==> src/sv/swiqr_pkg.sv <==
// Shared types and fixed field widths for the sliding-window IQR outlier block.
package swiqr_pkg;

  // Fixed field widths of the item ports
  localparam int CHAN_W   = 2;
  localparam int SAMPLE_W = 12;
  localparam int FENCE_W  = 14;

  // Sequencer states
  typedef enum logic [2:0] {
    ST_IDLE,
    ST_OLD,
    ST_SCAN,
    ST_MERGE,
    ST_DONE
  } swiqr_state_t;

  // Control of the sorted-copy memory
  typedef struct packed {
    logic rd_en;
    logic wr_en;
    logic set_valid;
  } srt_ctl_t;

  // One result beat
  typedef struct packed {
    logic                      outlier;
    logic [FENCE_W-1:0]        upper;
    logic signed [FENCE_W-1:0] lower;
  } swiqr_res_t;

endpackage

==> src/sv/sliding_window_iqr_outlier_flag.sv <==
// Sliding-window Tukey IQR outlier test, one window of WINDOW samples per channel. A beat on
// an in-range channel is worked through in steps: the accept cycle swaps the sample into the
// channel's ring, ST_OLD fetches the removed sample, ST_SCAN walks the channel's sorted copy
// through its single read port counting ranks of the removed and the new sample, ST_MERGE
// rewrites the copy in order while picking off q1 (rank WINDOW/4) and q3 (rank 3*WINDOW/4),
// and ST_DONE loads the result register. A beat on a channel at or above CHANNELS gives an
// all-zero result and touches no state. The fences and outlier flag are held in an output
// register, so a finished result may wait while the next sample is already being worked on;
// the load of a new result waits, with in_stall high, while the previous one is still
// stalled there. in_stall is high while a sample is in progress. No clearing pass after
// reset: unwritten storage reads as zero through valid bits.
module sliding_window_iqr_outlier_flag import swiqr_pkg::*; #(
  parameter int WINDOW      = 16,
  parameter int CHANNELS    = 3,
  parameter int SAMPLE_BITS = 12
) (
  input  logic                      clk,
  input  logic                      rst,
  input  logic                      in_valid,
  output logic                      in_stall,
  input  logic [CHAN_W-1:0]         channel,
  input  logic [SAMPLE_W-1:0]       sample,
  output logic                      out_valid,
  input  logic                      out_stall,
  output logic                      outlier,
  output logic [FENCE_W-1:0]        upper_fence,
  output logic signed [FENCE_W-1:0] lower_fence
);

  localparam int CH_W  = (CHANNELS > 1) ? $clog2(CHANNELS) : 1;
  localparam int POS_W = $clog2(WINDOW);
  localparam int CNT_W = $clog2(WINDOW + 1);
  localparam logic [SAMPLE_W-1:0] SMASK =
    (SAMPLE_BITS >= SAMPLE_W) ? '1 : SAMPLE_W'((1 << SAMPLE_BITS) - 1);

  swiqr_state_t state, state_next;

  logic [CNT_W-1:0]    cnt;
  logic [CH_W-1:0]     ch_r;
  logic [SAMPLE_W-1:0] samp_r;
  logic [SAMPLE_W-1:0] old_r;
  logic                bad_r;
  logic [CNT_W-1:0]    lt_old;
  logic [CNT_W-1:0]    lt_new;
  logic [CNT_W-1:0]    q_r;
  logic [SAMPLE_W-1:0] prev1;
  logic [SAMPLE_W-1:0] prev2;
  logic [SAMPLE_W-1:0] q1_r;
  logic [SAMPLE_W-1:0] q3_r;

  logic                in_acc;
  logic                in_range;
  logic [SAMPLE_W-1:0] samp_in;
  logic [CH_W-1:0]     ch_sel;
  logic                ring_go;
  logic [SAMPLE_W-1:0] ring_old;
  srt_ctl_t            srt_ctl;
  logic [POS_W-1:0]    srt_rd_idx;
  logic [POS_W-1:0]    srt_wr_idx;
  logic [SAMPLE_W-1:0] srt_rd;
  logic [SAMPLE_W-1:0] merge_val;
  logic [CNT_W-1:0]    j_idx;
  logic                inc_old;
  logic                inc_new;
  logic                out_load;
  swiqr_res_t          res;

  assign in_range = (32'(channel) < 32'(CHANNELS));
  assign samp_in  = sample & SMASK;
  assign in_acc   = in_valid && !in_stall;
  assign ch_sel   = (state == ST_IDLE) ? CH_W'(channel) : ch_r;
  assign out_load = (state == ST_DONE) && (!out_valid || !out_stall);

  // Compare unit: current sorted entry against removed and new sample
  assign inc_old = (srt_rd < old_r);
  assign inc_new = (srt_rd < samp_r);

  // Merge pick: entry j of the new order from A[j-1], A[j], A[j+1]
  assign j_idx = cnt - CNT_W'(1);
  always_comb begin
    if (j_idx < q_r) begin
      merge_val = (j_idx < lt_old) ? prev1 : srt_rd;
    end else if (j_idx == q_r) begin
      merge_val = samp_r;
    end else begin
      merge_val = (j_idx <= lt_old) ? prev2 : prev1;
    end
  end

  // Next state
  always_comb begin
    state_next = state;
    case (state)
      ST_IDLE: begin
        if (in_acc) begin
          state_next = in_range ? ST_OLD : ST_DONE;
        end
      end
      ST_OLD: begin
        state_next = ST_SCAN;
      end
      ST_SCAN: begin
        if (cnt == CNT_W'(WINDOW - 1)) begin
          state_next = ST_MERGE;
        end
      end
      ST_MERGE: begin
        if (cnt == CNT_W'(WINDOW)) begin
          state_next = ST_DONE;
        end
      end
      ST_DONE: begin
        if (out_load) begin
          state_next = ST_IDLE;
        end
      end
      default: begin
        state_next = ST_IDLE;
      end
    endcase
  end

  // Sequencer outputs
  always_comb begin
    in_stall    = 1'b1;
    ring_go     = 1'b0;
    srt_ctl     = '0;
    srt_rd_idx  = '0;
    srt_wr_idx  = j_idx[POS_W-1:0];
    case (state)
      ST_IDLE: begin
        in_stall = 1'b0;
        ring_go  = in_valid && in_range;
      end
      ST_OLD: begin
        srt_ctl.rd_en = 1'b1;
      end
      ST_SCAN: begin
        srt_ctl.rd_en = 1'b1;
        srt_rd_idx    = (cnt == CNT_W'(WINDOW - 1)) ? '0 : POS_W'(cnt + CNT_W'(1));
      end
      ST_MERGE: begin
        srt_ctl.rd_en     = (cnt < CNT_W'(WINDOW - 1));
        srt_rd_idx        = POS_W'(cnt + CNT_W'(1));
        srt_ctl.wr_en     = (cnt != '0);
        srt_ctl.set_valid = (cnt == CNT_W'(WINDOW));
      end
      ST_DONE: begin
        in_stall = 1'b1;
      end
      default: begin
        in_stall = 1'b1;
      end
    endcase
  end

  // Control registers
  always_ff @(posedge clk) begin
    if (rst) begin
      state     <= ST_IDLE;
      cnt       <= '0;
      out_valid <= 1'b0;
    end else begin
      state <= state_next;
      case (state)
        ST_OLD:   cnt <= '0;
        ST_SCAN:  cnt <= (cnt == CNT_W'(WINDOW - 1)) ? '0 : cnt + CNT_W'(1);
        ST_MERGE: cnt <= cnt + CNT_W'(1);
        default:  cnt <= '0;
      endcase
      if (out_load) begin
        out_valid <= 1'b1;
      end else if (!out_stall) begin
        out_valid <= 1'b0;
      end
    end
  end

  // Datapath registers
  always_ff @(posedge clk) begin
    case (state)
      ST_IDLE: begin
        if (in_acc) begin
          ch_r   <= CH_W'(channel);
          samp_r <= samp_in;
          bad_r  <= !in_range;
        end
      end
      ST_OLD: begin
        old_r  <= ring_old;
        lt_old <= '0;
        lt_new <= '0;
      end
      ST_SCAN: begin
        lt_old <= lt_old + CNT_W'(inc_old);
        lt_new <= lt_new + CNT_W'(inc_new);
        if (cnt == CNT_W'(WINDOW - 1)) begin
          q_r <= lt_new + CNT_W'(inc_new) - CNT_W'(old_r < samp_r);
        end
      end
      ST_MERGE: begin
        prev2 <= prev1;
        prev1 <= srt_rd;
        if (cnt == CNT_W'(WINDOW / 4 + 1)) begin
          q1_r <= merge_val;
        end
        if (cnt == CNT_W'((3 * WINDOW) / 4 + 1)) begin
          q3_r <= merge_val;
        end
      end
      default: begin
        prev2 <= prev2;
      end
    endcase
  end

  // Result register
  always_ff @(posedge clk) begin
    if (out_load) begin
      outlier     <= res.outlier;
      upper_fence <= res.upper;
      lower_fence <= res.lower;
    end
  end

  swiqr_ring #(
    .WINDOW   (WINDOW),
    .CHANNELS (CHANNELS)
  ) u_ring (
    .clk      (clk),
    .rst      (rst),
    .go       (ring_go),
    .ch       (ch_sel),
    .wr_data  (samp_in),
    .old_data (ring_old)
  );

  swiqr_sorted #(
    .WINDOW   (WINDOW),
    .CHANNELS (CHANNELS)
  ) u_sorted (
    .clk     (clk),
    .rst     (rst),
    .ctl     (srt_ctl),
    .ch      (ch_r),
    .rd_idx  (srt_rd_idx),
    .wr_idx  (srt_wr_idx),
    .wr_data (merge_val),
    .rd_data (srt_rd)
  );

  swiqr_fence u_fence (
    .q1     (q1_r),
    .q3     (q3_r),
    .sample (samp_r),
    .zero   (bad_r),
    .res    (res)
  );

endmodule

==> src/sv/swiqr_ring.sv <==
// Per-channel sample ring with write positions; swaps in the new sample and returns the oldest.
module swiqr_ring import swiqr_pkg::*; #(
  parameter int WINDOW   = 16,
  parameter int CHANNELS = 3
) (
  input  logic                                        clk,
  input  logic                                        rst,
  input  logic                                        go,
  input  logic [(CHANNELS > 1 ? $clog2(CHANNELS) : 1)-1:0] ch,
  input  logic [SAMPLE_W-1:0]                         wr_data,
  output logic [SAMPLE_W-1:0]                         old_data
);

  localparam int POS_W  = $clog2(WINDOW);
  localparam int DEPTH  = CHANNELS * WINDOW;
  localparam int ADDR_W = $clog2(DEPTH);

  logic [SAMPLE_W-1:0] mem [DEPTH];
  logic [DEPTH-1:0]    valid;
  logic [POS_W-1:0]    wpos [CHANNELS];
  logic [SAMPLE_W-1:0] rd_data;
  logic                rd_valid;
  logic [ADDR_W-1:0]   addr;
  logic [POS_W-1:0]    pos_cur;
  logic [POS_W-1:0]    pos_next;

  // Address of the oldest entry of the channel
  always_comb begin
    pos_cur  = wpos[ch];
    addr     = ADDR_W'(ch) * ADDR_W'(WINDOW) + ADDR_W'(pos_cur);
    pos_next = (pos_cur == POS_W'(WINDOW - 1)) ? '0 : pos_cur + POS_W'(1);
  end

  // Storage: read old value, write new one at the same entry
  always_ff @(posedge clk) begin
    if (go) begin
      rd_data   <= mem[addr];
      mem[addr] <= wr_data;
    end
  end

  // Entry valid bits and write positions
  always_ff @(posedge clk) begin
    if (rst) begin
      valid    <= '0;
      rd_valid <= 1'b0;
      for (int i = 0; i < CHANNELS; i++) begin
        wpos[i] <= '0;
      end
    end else if (go) begin
      rd_valid    <= valid[addr];
      valid[addr] <= 1'b1;
      wpos[ch]    <= pos_next;
    end
  end

  // Never-written entries read as zero
  assign old_data = rd_valid ? rd_data : '0;

endmodule

==> src/sv/swiqr_sorted.sv <==
// Per-channel ascending copy of the window, one read and one write port.
module swiqr_sorted import swiqr_pkg::*; #(
  parameter int WINDOW   = 16,
  parameter int CHANNELS = 3
) (
  input  logic                                        clk,
  input  logic                                        rst,
  input  srt_ctl_t                                    ctl,
  input  logic [(CHANNELS > 1 ? $clog2(CHANNELS) : 1)-1:0] ch,
  input  logic [$clog2(WINDOW)-1:0]                   rd_idx,
  input  logic [$clog2(WINDOW)-1:0]                   wr_idx,
  input  logic [SAMPLE_W-1:0]                         wr_data,
  output logic [SAMPLE_W-1:0]                         rd_data
);

  localparam int DEPTH  = CHANNELS * WINDOW;
  localparam int ADDR_W = $clog2(DEPTH);

  logic [SAMPLE_W-1:0] mem [DEPTH];
  logic [CHANNELS-1:0] ch_valid;
  logic [SAMPLE_W-1:0] rd_q;
  logic                rd_valid;
  logic [ADDR_W-1:0]   base;
  logic [ADDR_W-1:0]   raddr;
  logic [ADDR_W-1:0]   waddr;

  assign base  = ADDR_W'(ch) * ADDR_W'(WINDOW);
  assign raddr = base + ADDR_W'(rd_idx);
  assign waddr = base + ADDR_W'(wr_idx);

  // Storage
  always_ff @(posedge clk) begin
    if (ctl.rd_en) begin
      rd_q <= mem[raddr];
    end
    if (ctl.wr_en) begin
      mem[waddr] <= wr_data;
    end
  end

  // A channel's copy is valid once its first full rewrite is done
  always_ff @(posedge clk) begin
    if (rst) begin
      ch_valid <= '0;
      rd_valid <= 1'b0;
    end else begin
      if (ctl.rd_en) begin
        rd_valid <= ch_valid[ch];
      end
      if (ctl.set_valid) begin
        ch_valid[ch] <= 1'b1;
      end
    end
  end

  assign rd_data = rd_valid ? rd_q : '0;

endmodule

==> src/sv/swiqr_fence.sv <==
// Tukey fence arithmetic from the quartiles, plus the outlier compare.
module swiqr_fence import swiqr_pkg::*; (
  input  logic [SAMPLE_W-1:0] q1,
  input  logic [SAMPLE_W-1:0] q3,
  input  logic [SAMPLE_W-1:0] sample,
  input  logic                zero,
  output swiqr_res_t          res
);

  logic [SAMPLE_W-1:0] iqr;
  logic [SAMPLE_W:0]   spread;
  logic [FENCE_W-1:0]  upper;
  logic [FENCE_W-1:0]  lower;

  always_comb begin
    // q3 >= q1 always, so the difference fits
    iqr    = q3 - q1;
    spread = {1'b0, iqr} + {2'b00, iqr[SAMPLE_W-1:1]};
    upper  = {2'b00, q3} + {1'b0, spread};
    lower  = {2'b00, q1} - {1'b0, spread};
    if (zero) begin
      res = '0;
    end else begin
      res.outlier = ({2'b00, sample} > upper);
      res.upper   = upper;
      res.lower   = signed'(lower);
    end
  end

endmodule
==> config.mk <==
export PLATFORM = sky130hd
export DESIGN_NAME = sliding_window_iqr_outlier_flag
export DESIGN_NICKNAME = d
export VERILOG_FILES = /design/src/sv/swiqr_pkg.sv /design/src/sv/sliding_window_iqr_outlier_flag.sv /design/src/sv/swiqr_ring.sv /design/src/sv/swiqr_sorted.sv /design/src/sv/swiqr_fence.sv
export SDC_FILE = /design/constraint.sdc
export NUM_CORES = 2
export LEC_CHECK = 0
export BUFFER_PORTS_ARGS = -buffer_cell sky130_fd_sc_hd__buf_4
export CAP_MARGIN = 0
export CORE_MARGIN = 10
export CORE_UTILIZATION = 45
export DETAILED_ROUTE_END_ITERATION = 8
export PLACE_DENSITY = 0.65
export REMOVE_ABC_BUFFERS = 1
export SLEW_MARGIN = 25
export SYNTH_ARGS = -nofsm -noshare
export SYNTH_HDL_FRONTEND = slang
export SYNTH_SLANG_ARGS = --single-unit
==> constraint.sdc <==
create_clock -name clk -period 18.6 [get_ports clk]
set_clock_uncertainty 0.15 [all_clocks]
set_input_delay 0.93 -clock clk [delete_from_list [all_inputs] [get_ports clk]]
set_output_delay 0.93 -clock clk [all_outputs]
set_load 0.05 [all_outputs]
==> metrics.txt <==
Final Power=a little over 9 mW; Via-to-Cell Ratio=5.88; category of the worst setup path capture point=register; hold crit path type=in -> reg; global route total overflow=0; Peak VDD IR=0.143 mV; area inside the core boundary=126000 um^2; # clock sinks=1373; via count of the first global-routing pass=33300; Synth Warn #=0; portion of the clock cycle consumed by the worst path in the final layout=0.332; estimated wirelength of the detail-placed design=87.6 mm; Setup violations, final=0; hold buffer count at cts=0; unrepaired setup endpoints after global routing=false; number of different library cells in the post-synthesis netlist=80; hold violation count in the final report=0; number of nets with antenna violations after detailed routing=0; number of buffers on the longest clock path=3; Reg area=around 41000 um^2; #FFs+latches synth=1373; Worst EP required=19060 ps; gate count after technology mapping=about 3900; Clk pin slew, worst setup/hold paths=60 ps; worst-path maximum fanout=6; Avg Inst Size Synth=14.8 um^2; source-to-sink clock delay at the later pin of the worst-skew pair=770 ps; drt wl/cell=~25 um; number of placement rows=130; async set-or-reset flop fraction in the synthesized netlist=0; Crit Path Class=reg -> reg; fill cell count=approximately 10000; power density normalized to cell area=144 nW/um^2; number of maximum-capacitance violations=0; number of violations reported at the end of detailed-routing iteration 0=roughly 3600; multi-input logic area=15400 um^2; die height=375 um; run status=finished, final reports clean; EDFF count, synth=1311; number of gates given a new drive strength after cts=0; sequential element share of the synthesized area=0.714; Top FF cell, synth=sky130_fd_sc_hd__edfxtp_1; deepest level of the CTS H-tree=4; number of buffers inserted during clock tree synthesis=143; final sum of negative setup slack=0 ps; slew at the pin closest to its max-slew limit=1060 ps; Die Span X=375 um; Critical Path Source Type=register; area growth from synthesis to final layout=12.8%; largest net degree at the start of global routing=145; Tmin final=6180 ps; Leak Pwr=about 21 nW; Arr. time, crit path=6640 ps; global-route wire length before repair=217 mm; initial antenna violation count=3; Netlist Area Pre-Place=56900 um^2; remaining max-slew budget at the tightest pin=0.289; clk root buf=sky130_fd_sc_hd__clkbuf_16; Highest Clock Rate=approximately 160 MHz; total wirelength of the detailed-routed design=146 mm; I/O pins=49; number of max-slew violations in the final report=0; CTS tree=yes; DRC=0; number of iterations in the first detailed-routing pass=5; routed vias=33700; quantity of I/O buffers inserted on ports=48; Final Net Count=4103; starting utilization of the core area=0.453; GRT Util Overall=0.203; share of post-route cells with drive strength above 1=0.124; total non-filler cell area in the finished layout=64200 um^2; placer congestion estimate=0.875; Cell Area, Placed=59600 um^2; area of the die=141000 um^2; Setup Fix Bufs, Post-CTS=0
-- metrics by stage --
| stage | hold slack (ps) | setup slack (ps) | util | std cells |
|---|---|---|---|---|
| final | 233 | 12420 | 0.511 | 5728 |
| after global routing | 213 | 11920 | 0.511 | 5726 |
| after CTS | 188 | 12500 | 0.510 | 5724 |
| after detailed placement | 307 | 12540 | 0.475 | 5467 |
| after global placement | 292 | 12510 | 0.475 | 5467 |
| after floorplan | 283 | 6610 | - | 3660 |
-- area by class of cell --
| class | instances | area share |
|---|---|---|
| sequential | 1373 | 0.633 |
| multi-input combinational | 2192 | 0.241 |
| clock buffer | 185 | 0.0594 |
| tap | 1650 | 0.0322 |
| timing repair buffer | 159 | 0.0192 |
| clock inverter | 72 | 0.0100 |
| inverter | 95 | 0.00556 |
| antenna | 2 | 0.0000780 |
-- per-layer routing --
metal / track usage / routed length (um)
met1: 0.273 / 59500
met2: 0.329 / 69200
met3: 0.0373 / 12200
met4: 0.0717 / 4660
met5: 0 / 47
-- cell usage after synthesis, drive strengths merged, types with 47 or more instances --
| cell | instances | share of area |
|---|---|---|
| o21ai | 99 | 0.0087 |
| a311oi | 51 | 0.0079 |
| buf | 89 | 0.0077 |
| dfxtp | 62 | 0.022 |
| a22oi | 159 | 0.021 |
| edfxtp | 1311 | 0.69 |
| nand3 | 47 | 0.0041 |
| and2 | 99 | 0.011 |
| ha | 117 | 0.026 |
| a21oi | 124 | 0.011 |
| nand2 | 412 | 0.027 |
| mux2i | 215 | 0.038 |
| mux4 | 48 | 0.019 |
| nor2 | 286 | 0.019 |
| clkbuf | 109 | 0.0072 |
| a211oi | 92 | 0.012 |
| a31oi | 56 | 0.0062 |
| inv | 94 | 0.0062 |
-- cells by family (layout without fill, tap and decap cells) --
group / Yosys count / after routing / share of synthesized area
and+or+nand+nor: 977 / 977 / 0.0759
muxes: 279 / 279 / 0.0606
xor gates and xnor gates: 54 / 54 / 0.00832
buffers and inverters: 293 / 511 / 0.0212
other: 1 / 6 / 0.0000659
adders and majority gates: 121 / 121 / 0.0272
DFF: 1373 / 1373 / 0.714
AOI/OAI and AO/OA: 757 / 757 / 0.0927
-- report_power, final --
| group | internal (mW) | switching (mW) | leakage, nW |
|---|---|---|---|
| Combinational | 0.751 | 1.88 | 6.76 |
| Clock | 1.56 | 1.18 | 2.17 |
| Sequential | 3.76 | 0.0896 | 12.4 |
| Total | 6.07 | 3.15 | 21.3 |
-- critical path, cell delays in order, from the launching register on --
cell                        delay (ps)
sky130_fd_sc_hd__edfxtp_1          390
sky130_fd_sc_hd__inv_1              80
sky130_fd_sc_hd__ha_1              160
sky130_fd_sc_hd__inv_1              60
sky130_fd_sc_hd__fa_1              400
sky130_fd_sc_hd__a21o_1            190
sky130_fd_sc_hd__a21oi_1           270
sky130_fd_sc_hd__o21ai_0           240
sky130_fd_sc_hd__a21oi_1           360
sky130_fd_sc_hd__nor2b_1            80
sky130_fd_sc_hd__o21ai_0           160
sky130_fd_sc_hd__nand2b_1           90
sky130_fd_sc_hd__xor2_1            190
sky130_fd_sc_hd__ha_1              420
sky130_fd_sc_hd__or3b_2            480
sky130_fd_sc_hd__a211oi_1          250
sky130_fd_sc_hd__a2111oi_0         110
sky130_fd_sc_hd__o21bai_1          260
sky130_fd_sc_hd__xor2_1            190
sky130_fd_sc_hd__ha_1              290
sky130_fd_sc_hd__xnor2_1           240
sky130_fd_sc_hd__ha_1              280
sky130_fd_sc_hd__nand3_1            70
sky130_fd_sc_hd__nor4_1             50
sky130_fd_sc_hd__or4_1             450
sky130_fd_sc_hd__a21oi_1           130
-- cells in the final DEF (no fill, tap or decap), types with 12 or more instances in the layout --
master                      count
sky130_fd_sc_hd__o21ai_0       82
sky130_fd_sc_hd__and3_1        20
sky130_fd_sc_hd__nand2b_1      12
sky130_fd_sc_hd__a22oi_1      159
sky130_fd_sc_hd__nand2_1      410
sky130_fd_sc_hd__and2_1        98
sky130_fd_sc_hd__a21o_1        17
sky130_fd_sc_hd__a41oi_1       22
sky130_fd_sc_hd__xor2_1        20
sky130_fd_sc_hd__a21oi_1      123
sky130_fd_sc_hd__a31oi_1       56
sky130_fd_sc_hd__nor3_1        29
sky130_fd_sc_hd__a211oi_1      92
sky130_fd_sc_hd__clkbuf_16    146
sky130_fd_sc_hd__xnor2_1       34
sky130_fd_sc_hd__mux4_2        48
sky130_fd_sc_hd__mux2i_1      211
sky130_fd_sc_hd__nor2b_1       21
sky130_fd_sc_hd__o21ai_4       12
sky130_fd_sc_hd__buf_4        156
sky130_fd_sc_hd__a311oi_1      51
sky130_fd_sc_hd__clkinv_2      19
sky130_fd_sc_hd__nor2_2        44
sky130_fd_sc_hd__o21a_1        20
sky130_fd_sc_hd__dfxtp_1       61
sky130_fd_sc_hd__a221oi_1      45
sky130_fd_sc_hd__clkbuf_1      38
sky130_fd_sc_hd__inv_1         89
sky130_fd_sc_hd__edfxtp_1    1311
sky130_fd_sc_hd__clkinv_1      32
sky130_fd_sc_hd__nand3_1       47
sky130_fd_sc_hd__ha_1         117
sky130_fd_sc_hd__nor2_1       239
-- registers in the layout (all words and copies together) (netlist names), 2 cells and up --
register / count
old_r: 12
u_sorted.rd_q: 12
q3_r: 12
ch_r: 2
samp_r: 12
lt_old: 5
prev1: 12
u_ring.wpos: 16
u_sorted.mem: 576
upper_fence: 14
u_sorted.ch_valid: 3
q1_r: 12
u_ring.mem: 576
lower_fence: 14
state: 3
lt_new: 5
u_ring.rd_data: 12
prev2: 12
q_r: 5
u_ring.valid: 48
cnt: 5
-- path summary, 6_finish.rpt --
kind / cells past startpoint / end / startpoint / slack [ps]
setup / recovery: 25 / outlier / q3_r[0] / 12420
hold reg to reg: 2 / u_ring.valid[35] / u_ring.valid[35] / 320
hold / removal: 1 / ch_r[1] / channel[1] / 230
setup reg to reg: 25 / outlier / q3_r[0] / 12420
(Power assumes the default switching activity.)
